File: config.mk
export PLATFORM = sky130hd
export DESIGN_NAME = mfcb_ctrl
export DESIGN_NICKNAME = d
export VERILOG_FILES = /design/src/rtl/mfcb_pkg.sv /design/src/rtl/mfcb_ctrl.sv
export SDC_FILE = /design/constraint.sdc
export NUM_CORES = 1
export LEC_CHECK = 0
export ABC_AREA = 1
export BUFFER_PORTS_ARGS = -buffer_cell sky130_fd_sc_hd__buf_2
export CAP_MARGIN = 25
export CORE_AREA = 2 2 39 41
export DETAILED_ROUTE_END_ITERATION = 6
export DIE_AREA = 0 0 41 43
export PLACE_DENSITY = 0.43
export SETUP_SLACK_MARGIN = 0.3
export SYNTH_ARGS = -nofsm -noshare
export SYNTH_HDL_FRONTEND = slang
export SYNTH_SLANG_ARGS = --single-unit
File: constraint.sdc
create_clock -name i_clk -period 1.2 [get_ports i_clk]
set_input_delay 0.24 -clock i_clk [delete_from_list [all_inputs] [get_ports i_clk]]
set_output_delay 0.24 -clock i_clk [all_outputs]
set_load 0.05 [all_outputs]
File: src/rtl/mfcb_pkg.sv
// Shared types and constants of the cropped-border median filter.
// No dependencies; mfcb_ctrl, mfcb_dp, the top level and the testbench import this package.
package mfcb_pkg;

    localparam int MAX_WIDTH  = 1024;
    localparam int MAX_HEIGHT = 4096;
    localparam int MAX_RADIUS = 2;
    localparam int RING_ROWS  = 2 * MAX_RADIUS + 2;
    localparam int WIN_SIDE   = 2 * MAX_RADIUS + 1;
    localparam int WIN_SIZE   = WIN_SIDE * WIN_SIDE;

    localparam int COL_W   = $clog2(MAX_WIDTH);
    localparam int ROW_W   = $clog2(MAX_HEIGHT) + 1;
    localparam int RING_W  = $clog2(RING_ROWS);
    localparam int ADDR_W  = RING_W + COL_W;
    localparam int RAM_DEPTH = RING_ROWS * MAX_WIDTH;
    localparam int CNT_W   = $clog2(WIN_SIZE + 1);
    localparam int IDX_W   = $clog2(WIN_SIZE);
    localparam int PIX_W   = 8;

    localparam int WIDTH_W  = 11;
    localparam int HEIGHT_W = 13;
    localparam int RAD_W    = 2;
    localparam int CFG_W    = 13;
    localparam int CFG_IDX_W = 2;

    localparam logic [CFG_IDX_W-1:0] REG_WIDTH    = 2'd0;
    localparam logic [CFG_IDX_W-1:0] REG_HEIGHT   = 2'd1;
    localparam logic [CFG_IDX_W-1:0] REG_RADIUS_X = 2'd2;
    localparam logic [CFG_IDX_W-1:0] REG_RADIUS_Y = 2'd3;

    localparam logic CMD_PIXEL = 1'b0;
    localparam logic CMD_DRAIN = 1'b1;

    typedef enum logic [2:0] {
        S_IDLE,
        S_CHECK,
        S_GATHER,
        S_FLUSH,
        S_MED_A,
        S_MED_B
    } t_state;

    typedef struct packed {
        logic in_ready;
        logic gather_init;
        logic issue;
        logic load_lo;
        logic load_out;
    } t_dp_cmd;

    typedef struct packed {
        logic win_ready;
        logic gather_last;
        logic out_free;
    } t_dp_sts;

endpackage

File: src/rtl/mfcb_ctrl.sv
// Controller of the median filter: sequences store, window gather, median pick and output.
// Depends on mfcb_pkg.
module mfcb_ctrl (
    input  logic              i_clk,
    input  logic              i_rst_n,
    input  logic              i_in_valid,
    input  mfcb_pkg::t_dp_sts i_sts,
    output mfcb_pkg::t_dp_cmd o_cmd
);
    import mfcb_pkg::*;

    t_state r_state;
    t_state n_state;

    always_ff @(posedge i_clk) begin
        if (!i_rst_n) begin
            r_state <= S_IDLE;
        end else begin
            r_state <= n_state;
        end
    end

    always_comb begin
        n_state = r_state;
        case (r_state)
            S_IDLE: begin
                if (i_in_valid) begin
                    n_state = S_CHECK;
                end
            end
            S_CHECK: begin
                n_state = i_sts.win_ready ? S_GATHER : S_IDLE;
            end
            S_GATHER: begin
                if (i_sts.gather_last) begin
                    n_state = S_FLUSH;
                end
            end
            S_FLUSH: n_state = S_MED_A;
            S_MED_A: n_state = S_MED_B;
            S_MED_B: begin
                if (i_sts.out_free) begin
                    n_state = S_IDLE;
                end
            end
            default: n_state = S_IDLE;
        endcase
    end

    always_comb begin
        o_cmd = '0;
        case (r_state)
            S_IDLE:   o_cmd.in_ready = 1'b1;
            S_CHECK:  o_cmd.gather_init = i_sts.win_ready;
            S_GATHER: o_cmd.issue = 1'b1;
            S_FLUSH:  o_cmd = '0;
            S_MED_A:  o_cmd.load_lo = 1'b1;
            S_MED_B:  o_cmd.load_out = i_sts.out_free;
            default:  o_cmd = '0;
        endcase
    end
endmodule

Word-level counts from Yosys, hierarchy flattened
Cells that the tools add are included.
{ "totals": {"regBits": 3, "output_inout_bits": 5, "elab_cells": 21} }
{ "classes": {"n_eq_ne": 8, "mux": 10, "reduce_logical": 2} }
{ "ops": {"columns": ["cell", "n"], "rows": [
  ["3-bit one-hot mux with 6 select lines", 1],
  ["3-bit 2-to-1 mux", 3],
  ["3-bit by 2-bit == test with 1-bit output (second input constant)", 2],
  ["3-bit == test (second input constant)", 2],
  ["2-bit inequality test (second input constant)", 3],
  ["1-bit 2-to-1 mux", 5],
  ["3-bit by 1-bit == test with 1-bit output (second input constant)", 1],
  ["3-bit logical NOT", 1],
  ["3-bit AND reduction", 1],
  ["2-bit 2-to-1 mux", 1]
]} }

Longest topological paths before layout
Gate-level depths: netlist (run 1).
{ "logic_depth": {"depth_word": 3, "depth_mapped": 5, "mapped_depth_nobuf": 5} }

Worst setup path before layout (run 1)
Ideal clock, no wire load.
{ "synth_path": {"kind": "flip-flop to output port", "start": "register r_state[1]", "end": "output port o_cmd[0] (netlist bit)", "arrival_ns": 1.539, "required_time_ns": 0.960, "slack_ns": -0.579, "path_stages_with_launch": 4, "path_cell_list": "dfxtp_1 -> inv_2 -> nand2_2 -> nor3_1"} }
{ "synth_rtl": {"columns": ["element", "line", "text"], "rows": [
  ["start, declared", "mfcb_ctrl.sv:12", "t_state r_state;"],
  ["start signal, assigned", "mfcb_ctrl.sv:19", "r_state <= n_state;"],
  ["end, declared", "mfcb_ctrl.sv:8", "output mfcb_pkg::t_dp_cmd o_cmd"]
]} }

==> out/qor.csv, run 1 <==
stage,metric,value,unit
clock_tree,CTS buffer count,3,
timing,worst slew pin tran,0.165,ns
worst_hold_path,Hold Path Class,input port to flop,
floorplan,Site Rows,14,
yosys,cell count after synthesis,30,
yosys,top cell type's share of synthesized area,32.0,%
place,routability cong.,0.629,
yosys,Synth top cells by count,"inv_1 (6), nor2_1 (5), nand3_1 (4), dfxtp_1 (3), nor2_2 (3)",
yosys,top-count cell post-synth,inv_1,
yosys,"FF+latch count, synth",3,
cells_and_area,"Core Util, Final",35.2,%
detailed_routing,routed len/inst,8.64,um
yosys,synth top area cells,"dfxtp_1 (32%), inv_1 (12%), nand3_1 (11%)",
pwr,power per cell area,1560,nW/um^2
place,dpl ws,0.0436,ns
timing,setup ws final,-0.0803,ns
detailed_routing,Initial DRC Count,0,
yosys,post-synthesis simple-gate area fraction,44.7,%
detailed_routing,Residual DRC,0,
yosys,Syn Area/Cell,6.26,sq um
yosys,Post-Synthesis Cell Area,188,sq um
pwr,VDD IR max,417,uV
clock_tree,H-tree levels,1,
cells_and_area,Largest Register,r_state,
floorplan,Die Wd,41,um
critical_path,crit end category,primary output,
detailed_routing,Total Wirelength,570,um
timing,Final min period,1.28,ns
place,HPWL after DPL,461,um
cells_and_area,Final Non-Filler Cells,66,
timing,Fmax,781,MHz
timing,fin. max-slew vios,0,
yosys,syn nets,36,
floorplan,core area,1380,sq um
cells_and_area,design area,487,sq um
timing,final number of hold-violating endpoints,0,
global_routing,grt ovf,0,
critical_path,CP Launch Type,flop,
timing,Hold WS,0.259,ns
status,status,"finished, violations left",
floorplan,initial cell density of the core,13.6,%
cells_and_area,max FFs per register,3,
detailed_routing,Post-DRT Antenna Nets,0,
yosys,sequential fraction of the synthesis area,32.0,%
clock_tree,root buf cell,clkbuf_4,
yosys,synth warn,0,
cells_and_area,fraction of layout instances using a drive strength above 1,74.0,%
yosys,Synth async-reset ratio,0,%
yosys,Compound-Gate Fraction of Synth Area,9.33,%
clock_tree,Sink Count,3,
cells_and_area,Nets,57,
floorplan,Die Ht,43,um
global_routing,pin count of the biggest net entering global routing,6,
place,dpl cells,59,
timing,skew final,0.00193,ns
pwr,leak pwr,0.217,nW
status,failing checks,negative setup slack,
clock_tree,CTS tree,done,
yosys,Yosys cell types,12,
yosys,"EDFF count, synth",0,
place,Placement Cell Area,349,sq um
cells_and_area,Layout area overhead,159,%
yosys,Post-Synth XOR/XNOR Area,0,%
run,Max-Cap Viols,0,
clock_tree,Clock Latency Late Sink,0.23,ns
timing,RSZ-0062 raised after global routing,yes,
critical_path,Setup CP Type,flop to primary output,
timing,final setup violation count,5,
floorplan,Top Ports,11,
global_routing,initial antenna violation count,0,
global_routing,GRT Util Overall,9.14,%
cells_and_area,ant diodes,0,
global_routing,global-route wire length before repair,1080,um
detailed_routing,drt first pass iters,1,
timing,setup TNS,-0.311,ns
critical_path,Worst Path Max Fanout,4,
clock_tree,"CTS clk-pin slew, worst paths",0.04,ns
detailed_routing,vias per inst,3.88,
yosys,post-synthesis mux area share,0,%
global_routing,vias in the first global route,302,
pwr,total power,0.761,mW
yosys,ys flop type,dfxtp_1,
timing,relative slew slack,88.9,%
yosys,dominant cell type by area after synthesis,dfxtp_1,
detailed_routing,vias,256,
place,number of buffers added on ports,10,
cells_and_area,largest registers,r_state (3),
critical_path,WP data required,0.96,ns
yosys,Synth Area in Adders,0,%
critical_path,Critical Path AT,1.04,ns
clock_tree,clk buf depth,2,
yosys,combinational family with the most area after synthesis,simple AND/OR/NAND/NOR gates,
floorplan,full die area,1760,sq um
timing,part of the cycle the worst path needs,107,%
## cell usage in the layout, fill, tap and decap left out
cell type and count:
buf_6 7, inv_4 3, dfxtp_4 3, nand2_4 1, nand3_2 1, nand3_1 1, nor2_1 3, buf_2 5
clkbuf_1 1, o211ai_1 1, nor2_2 1, clkbuf_4 3, inv_1 4, buf_4 2, nand3_4 2, nor3_4 2
a21oi_1 2, nand4_1 1, nand2_2 1, nor2_4 4, buf_8 2
## worst max-delay path, stage by stage, from the launching register on
cell and delay [ns]:
dfxtp_4 0.36, nor2_4 0.14, inv_4 0.06, nor2_4 0.10, buf_8 0.15
## power breakdown
part	internal, mW	switching (mW)
Combinational	0.191	0.240
Clock	0.124	0.0477
Sequential	0.123	0.0354
## final cells by class
cell class	count	area (sq um)
multi-input combinational	20	186
fill	165	897
clock buffer	4	26.3
sequential	3	71.3
timing repair buffer	16	149
inverter	7	33.8
tap	16	20.0
## routing by layer
metal	track usage (%)	vias to the layer above	wire length (um)
li1	-	136	-
met1	9.00	115	205
met2	15.0	5	337
met3	1.57	0	27
met4	8.00	0	0
met5	0	-	0
## what timing repair did
item	4_1_cts	5_1_grt
resized for setup	16	7
pin swaps	6	5
hold endpoints to repair	0	0
buffers inserted	1	2
cloned	0	0
hold buffers	0	0
endpoints found under the setup margin	7	8
## worst paths after layout
| path | startpoint | end | slack, ns | cells after the start |
|---|---|---|---|---|
| max reg2reg | r_state[0]$_SDFFE_PN0P_ | r_state[0]$_SDFFE_PN0P_ | 0.04 | 8 |
| max | r_state[2]$_SDFFE_PN0P_ | o_cmd[2] | -0.08 | 4 |
| min | i_rst_n | r_state[2]$_SDFFE_PN0P_ | 0.26 | 3 |
| min reg2reg | r_state[2]$_SDFFE_PN0P_ | r_state[2]$_SDFFE_PN0P_ | 0.60 | 2 |
## kinds of logic (layout without fill, tap and decap cells)
logic type / count (synthesis) / in the layout
simple gates: 17 / 17
buf+inv: 7 / 27
compound gates: 3 / 3
flops: 3 / 3
(Power assumes the default switching activity.)
==> inputs of run 2 (changes only) <==
--- a/config.mk
+++ b/config.mk
@@ -8,9 +8,9 @@
 export ABC_AREA = 1
 export BUFFER_PORTS_ARGS = -buffer_cell sky130_fd_sc_hd__buf_2
 export CAP_MARGIN = 25
-export CORE_AREA = 2 2 39 41
+export CORE_AREA = 3 3 40 42
 export DETAILED_ROUTE_END_ITERATION = 6
-export DIE_AREA = 0 0 41 43
+export DIE_AREA = 0 0 43 45
 export PLACE_DENSITY = 0.43
 export SETUP_SLACK_MARGIN = 0.3
 export SYNTH_ARGS = -nofsm -noshare
==> constraint.sdc (replaced) <==
create_clock -name i_clk -period 1.66 [get_ports i_clk]
set_input_delay 0.332 -clock i_clk [delete_from_list [all_inputs] [get_ports i_clk]]
set_output_delay 0.332 -clock i_clk [all_outputs]
set_load 0.05 [all_outputs]
==> out/qor.csv, run 2 (synthesized netlist as in run 1, its figures left out) <==
stage,metric,value,unit
status,status,finished clean,
timing,Hold WS,0.345,ns
floorplan,Top Ports,11,
detailed_routing,vias per inst,4.12,
critical_path,FF-to-FF setup slack,0.54,ns
global_routing,vias in the first global route,267,
detailed_routing,Initial DRC Count,4,
critical_path,CP Launch Type,flop,
pwr,P_int,0.312,mW
critical_path,worst reg2reg path depth,7,
global_routing,grt ovf,0,
worst_hold_path,Hold Path Class,input port to flop,
worst_hold_path,worst hold start,i_rst_n,
timing,final number of hold-violating endpoints,0,
critical_path,Worst R2R End,r_state[0]$_SDFFE_PN0P_,
cells_and_area,ant diodes,0,
detailed_routing,Post-DRT Antenna Nets,0,
clock_tree,"CTS clk-pin slew, worst paths",0.04,ns
floorplan,Site Rows,13,
detailed_routing,Residual DRC,0,
timing,relative slew slack,89.0,%
pwr,Sw Share,42.7,%
clock_tree,H-tree levels,1,
timing,fin. max-slew vios,0,
global_routing,initial antenna violation count,0,
cells_and_area,Layout area overhead,148,%
pwr,Clk pwr share,24.2,%
clock_tree,Sink Count,3,
floorplan,Die Ht,45,um
clock_tree,root buf cell,clkbuf_4,
critical_path,crit end category,primary output,
pwr,power per cell area,1170,nW/um^2
clock_tree,Clock Latency Late Sink,0.24,ns
clock_tree,CTS buffer count,3,
pwr,total net switching power,0.232,mW
pwr,Comb power frac,54.8,%
floorplan,core area,1280,sq um
place,dpl ws,0.352,ns
critical_path,Worst Path Max Fanout,5,
global_routing,GRT Util Overall,7.65,%
global_routing,pin count of the biggest net entering global routing,6,
detailed_routing,drt first pass iters,4,
global_routing,global-route wire length before repair,986,um
timing,final setup violation count,0,
timing,Fmax,713,MHz
cells_and_area,largest registers,r_state (3),
pwr,leak pwr,0.228,nW
timing,Final min period,1.40,ns
clock_tree,clk buf depth,2,
cells_and_area,max FFs per register,3,
timing,worst slew pin tran,0.164,ns
timing,setup TNS,0,ns
critical_path,Critical Path AT,1.07,ns
place,routability cong.,0.633,
floorplan,initial cell density of the core,14.6,%
timing,RSZ-0062 raised after global routing,yes,
worst_hold_path,"Endpoint, Worst Hold",r_state[2]$_SDFFE_PN0P_,
floorplan,full die area,1940,sq um
timing,setup ws final,0.258,ns
detailed_routing,vias,284,
critical_path,Reg-to-Reg Start,r_state[0]$_SDFFE_PN0P_,
critical_path,WP data required,1.33,ns
cells_and_area,"most common cell after layout, fill and taps aside",buf_4,
pwr,VDD IR max,283,uV
detailed_routing,routed len/inst,11.0,um
detailed_routing,Total Wirelength,757,um
timing,part of the cycle the worst path needs,84.5,%
floorplan,Die Wd,43,um
worst_hold_path,hold path depth,3,
pwr,Reg power frac,21.0,%
clock_tree,CTS tree,done,
run,Max-Cap Viols,0,
cells_and_area,"commonest cells after routing, fill and taps aside","buf_4 (10), buf_2 (5)",
critical_path,Setup CP Type,flop to primary output,
place,number of buffers added on ports,10,
cells_and_area,Nets,61,
cells_and_area,fraction of layout instances using a drive strength above 1,68.5,%
timing,skew final,0.00330,ns
cells_and_area,Largest Register,r_state,
[run 2: cell types whose count changed in the layout (fill, tap and decap cells not counted), moves of 2 or more]
cell     delta
buf_4       +8
buf_6       -3
nand3_1     +3
nand3_4     -2
[run 2: power by group through the flow]
stage	registers, mW	clock network [mW]	logic [mW]
final	0.115	0.131	0.298
after global routing	0.117	0.140	0.319
after CTS	0.109	0.136	0.222
after detailed placement	0.103	0	0.165
after global placement	0.103	0	0.167
after floorplan	0.0997	0	0.134
[run 2: how the worst max path moves through the flow]
stage,to,slack [ns],depth (start not counted),start
finish,o_cmd[2],0.26,4,r_state[0]$_SDFFE_PN0P_
global route,o_cmd[2],0.22,4,r_state[0]$_SDFFE_PN0P_
CTS,o_cmd[0],0.27,4,r_state[1]$_SDFFE_PN0P_
detailed placement,o_cmd[2],0.35,4,r_state[0]$_SDFFE_PN0P_
global placement,o_cmd[2],0.36,4,r_state[0]$_SDFFE_PN0P_
floorplan,o_cmd[0],0.19,2,r_state[2]$_SDFFE_PN0P_
[run 2: final cells by class]
type,count,area (sq um)
inverter,7,36.3
clock buffer,4,26.3
timing repair buffer,20,160
multi-input combinational,20,153
sequential,3,71.3
tap,15,18.8
fill,145,820
[run 2: per-stage QoR]
stage	total power, mW	cell area [sq um]	util [%]	std cells
global placement	0.270	269	20.9	55
global route	0.575	465	36.2	69
floorplan	0.234	200	-	30
finish	0.544	465	36.2	69
CTS	0.468	388	30.2	64
detailed placement	0.268	269	20.9	55
[run 2: critical path, stage by stage, from the launching register on]
cell	delay [ns]
dfxtp_4	0.37
nor2_4	0.14
inv_4	0.06
nor2_4	0.10
buf_6	0.17
[run 2: timing repair]
item	4_1_cts	5_1_grt
resized for setup	20	11
pin swaps	3	4
hold buffers	0	0
endpoints found under the setup margin	5	5
setup buffers	5	5
[run 2: routing by layer]
layer,track usage (%),vias to the layer above,part of all wire [%]
met5,0,-,0
li1,-,143,-
met1,5.77,129,32
met3,3.59,2,7.5
met2,14.1,10,60
met4,7.23,0,0.79
==> inputs of run 3 (changes only) <==
--- a/config.mk
+++ b/config.mk
@@ -5,13 +5,13 @@
 export SDC_FILE = /design/constraint.sdc
 export NUM_CORES = 1
 export LEC_CHECK = 0
-export ABC_AREA = 1
+export ABC_AREA = 0
 export BUFFER_PORTS_ARGS = -buffer_cell sky130_fd_sc_hd__buf_2
 export CAP_MARGIN = 25
 export CORE_AREA = 3 3 40 42
 export DETAILED_ROUTE_END_ITERATION = 6
 export DIE_AREA = 0 0 43 45
-export PLACE_DENSITY = 0.43
+export PLACE_DENSITY = 0.45
 export SETUP_SLACK_MARGIN = 0.3
 export SYNTH_ARGS = -nofsm -noshare
 export SYNTH_HDL_FRONTEND = slang
==> constraint.sdc (replaced) <==
create_clock -name i_clk -period 1.2 [get_ports i_clk]
set_input_delay 0.24 -clock i_clk [delete_from_list [all_inputs] [get_ports i_clk]]
set_output_delay 0.24 -clock i_clk [all_outputs]
set_load 0.05 [all_outputs]
==> out/qor.csv, run 3 <==
stage,metric,value,unit
status,status,"finished, violations left",
status,failing checks,negative setup slack,
timing,worst slew pin tran,0.211,ns
critical_path,crit end category,primary output,
yosys,cell count after synthesis,24,
clock_tree,Sink Count,3,
yosys,Synth top cells by count,"dfxtp_1 (3), nand2b_1 (3), nand2_1 (2), nor3_1 (2)",
critical_path,WP data required,0.96,ns
cells_and_area,"commonest cells after routing, fill and taps aside","buf_6 (7), buf_2 (5), buf_4 (5)",
cells_and_area,"Core Util, Final",39.9,%
run,Max-Cap Viols,0,
timing,final setup violation count,5,
detailed_routing,vias per inst,4.31,
critical_path,Worst Path Max Fanout,3,
yosys,top cell type's share of synthesized area,29.3,%
critical_path,worst reg2reg path depth,4,
worst_hold_path,Hold Path Class,input port to flop,
global_routing,initial antenna violation count,0,
yosys,Post-Synthesis Cell Area,205,sq um
pwr,VDD IR max,374,uV
cells_and_area,"most common cell after layout, fill and taps aside",buf_6,
clock_tree,CTS tree,done,
pwr,leak pwr,0.217,nW
timing,relative slew slack,85.9,%
yosys,"EDFF count, synth",0,
detailed_routing,Initial DRC Count,2,
floorplan,core area,1280,sq um
global_routing,grt ovf,0,
cells_and_area,ant diodes,0,
critical_path,Critical Path AT,1.09,ns
timing,Fmax,754,MHz
floorplan,Die Ht,45,um
worst_hold_path,hold path depth,3,
cells_and_area,design area,513,sq um
detailed_routing,routed len/inst,11.2,um
clock_tree,CTS buffer count,3,
floorplan,Die Wd,43,um
global_routing,global-route wire length before repair,1060,um
detailed_routing,Post-DRT Antenna Nets,0,
place,routability cong.,0.710,
critical_path,slowest CP cell,dfxtp_4,
cells_and_area,fraction of layout instances using a drive strength above 1,82.6,%
floorplan,initial cell density of the core,16.0,%
timing,final number of hold-violating endpoints,0,
floorplan,Site Rows,13,
detailed_routing,Residual DRC,0,
global_routing,vias in the first global route,266,
floorplan,Top Ports,11,
yosys,dominant cell type by area after synthesis,dfxtp_1,
critical_path,"Cell Chain, Critical Path",nor2b_4 -> and3_4 -> buf_8,
floorplan,full die area,1940,sq um
place,HPWL after DPL,451,um
clock_tree,Clock Latency Late Sink,0.24,ns
global_routing,pin count of the biggest net entering global routing,8,
timing,Hold WS,0.261,ns
timing,Final min period,1.33,ns
yosys,Syn Area/Cell,8.55,sq um
detailed_routing,drt first pass iters,3,
yosys,Yosys cell types,18,
yosys,"FF+latch count, synth",3,
yosys,synth warn,0,
yosys,Synth async-reset ratio,0,%
clock_tree,# hold bufs at CTS,0,
detailed_routing,vias,263,
critical_path,worst stage delay on the critical path,0.35,ns
cells_and_area,largest registers,r_state (3),
critical_path,Setup CP Type,flop to primary output,
global_routing,GRT Util Overall,7.67,%
yosys,syn nets,30,
cells_and_area,Nets,53,
detailed_routing,Total Wirelength,684,um
timing,setup ws final,-0.126,ns
clock_tree,"CTS clk-pin slew, worst paths",0.04,ns
clock_tree,clk buf depth,2,
clock_tree,root buf cell,clkbuf_4,
timing,RSZ-0062 raised after global routing,yes,
cells_and_area,Layout area overhead,150,%
place,number of buffers added on ports,10,
yosys,sequential fraction of the synthesis area,29.3,%
clock_tree,H-tree levels,1,
cells_and_area,Largest Register,r_state,
yosys,ys flop type,dfxtp_1,
place,Placement Cell Area,362,sq um
timing,part of the cycle the worst path needs,111,%
yosys,synth top area cells,"dfxtp_1 (29%), nand2b_1 (9.1%), mux2_4 (7.3%)",
critical_path,CP Launch Type,flop,
cells_and_area,max FFs per register,3,
timing,fin. max-slew vios,0,
timing,skew final,0.00452,ns
pwr,power per cell area,1260,nW/um^2
pwr,total power,0.645,mW
==> run 3: report_power, final <==
group / switching, mW / internal, mW / total (mW)
registers: 0.0246 / 0.115 / 0.139
clock network: 0.0576 / 0.125 / 0.183
logic: 0.160 / 0.163 / 0.323
==> run 3: metrics by stage <==
| step | setup WS [ns] | setup TNS (ns) | cells |
|---|---|---|---|
| 6_report | -0.126 | -0.565 | 61 |
| 5_1_grt | -0.166 | -0.821 | 61 |
| 4_1_cts | -0.127 | -0.546 | 58 |
| 3_5_place_dp | -0.0119 | -0.0119 | 51 |
| 3_3_place_gp | 0.0305 | 0 | 51 |
| 2_1_floorplan | 0.0130 | 0 | 24 |
==> run 3: path summary, 6_finish.rpt <==
kind                                         startpoint  slack (ns)                       to
worst max-delay path            r_state[0]$_SDFFE_PN0P_       -0.13                 o_cmd[0]
worst max register to register  r_state[1]$_SDFFE_PN0P_           0  r_state[0]$_SDFFE_PN0P_
worst min-delay path                            i_rst_n        0.26  r_state[2]$_SDFFE_PN0P_
worst min register to register  r_state[1]$_SDFFE_PN0P_        0.55  r_state[1]$_SDFFE_PN0P_
==> run 3: cell families after synthesis <==
| kind of cell | after synthesis | share of synthesized area [%] |
|---|---|---|
| AO/OA/AOI/OAI | 5 | 21.9 |
| flip-flops | 3 | 29.3 |
| buffers and inverters | 3 | 9.75 |
| AND/OR/NAND/NOR | 12 | 31.7 |
| multiplexers | 1 | 7.31 |
==> run 3: layout make-up <==
type                            count  area, sq um
Tap cell                           15         18.8
Clock buffer                        4         26.3
Multi-Input combinational cell     18          199
Sequential cell                     3         71.3
Timing Repair Buffer               20          191
Inverter                            1         6.26
Fill cell                         143          772
==> run 3: metal layers <==
| layer | vias up | wire length [um] | track usage [%] | share of wire [%] |
|---|---|---|---|---|
| met3 | 2 | 35 | 2.39 | 5.1 |
| met4 | 0 | 26 | 5.42 | 3.8 |
| met2 | 10 | 357 | 13.5 | 52 |
| met1 | 122 | 264 | 7.75 | 39 |
| li1 | 129 | - | - | - |
| met5 | - | 0 | 0 | 0 |
==> run 3: critical path: cells and delay by family, from the launching register on <==
kind                   cells  cell delay, ns
flip-flops                 1            0.35
buffers and inverters      1            0.14
AND/OR/NAND/NOR            2            0.36
==> run 3: timing repair <==
| action | 4_1_cts | 5_1_grt |
|---|---|---|
| buffers inserted | 3 | 3 |
| setup endpoints to repair | 7 | 8 |
| resized for setup | 15 | 7 |
| pin swaps | 3 | 3 |
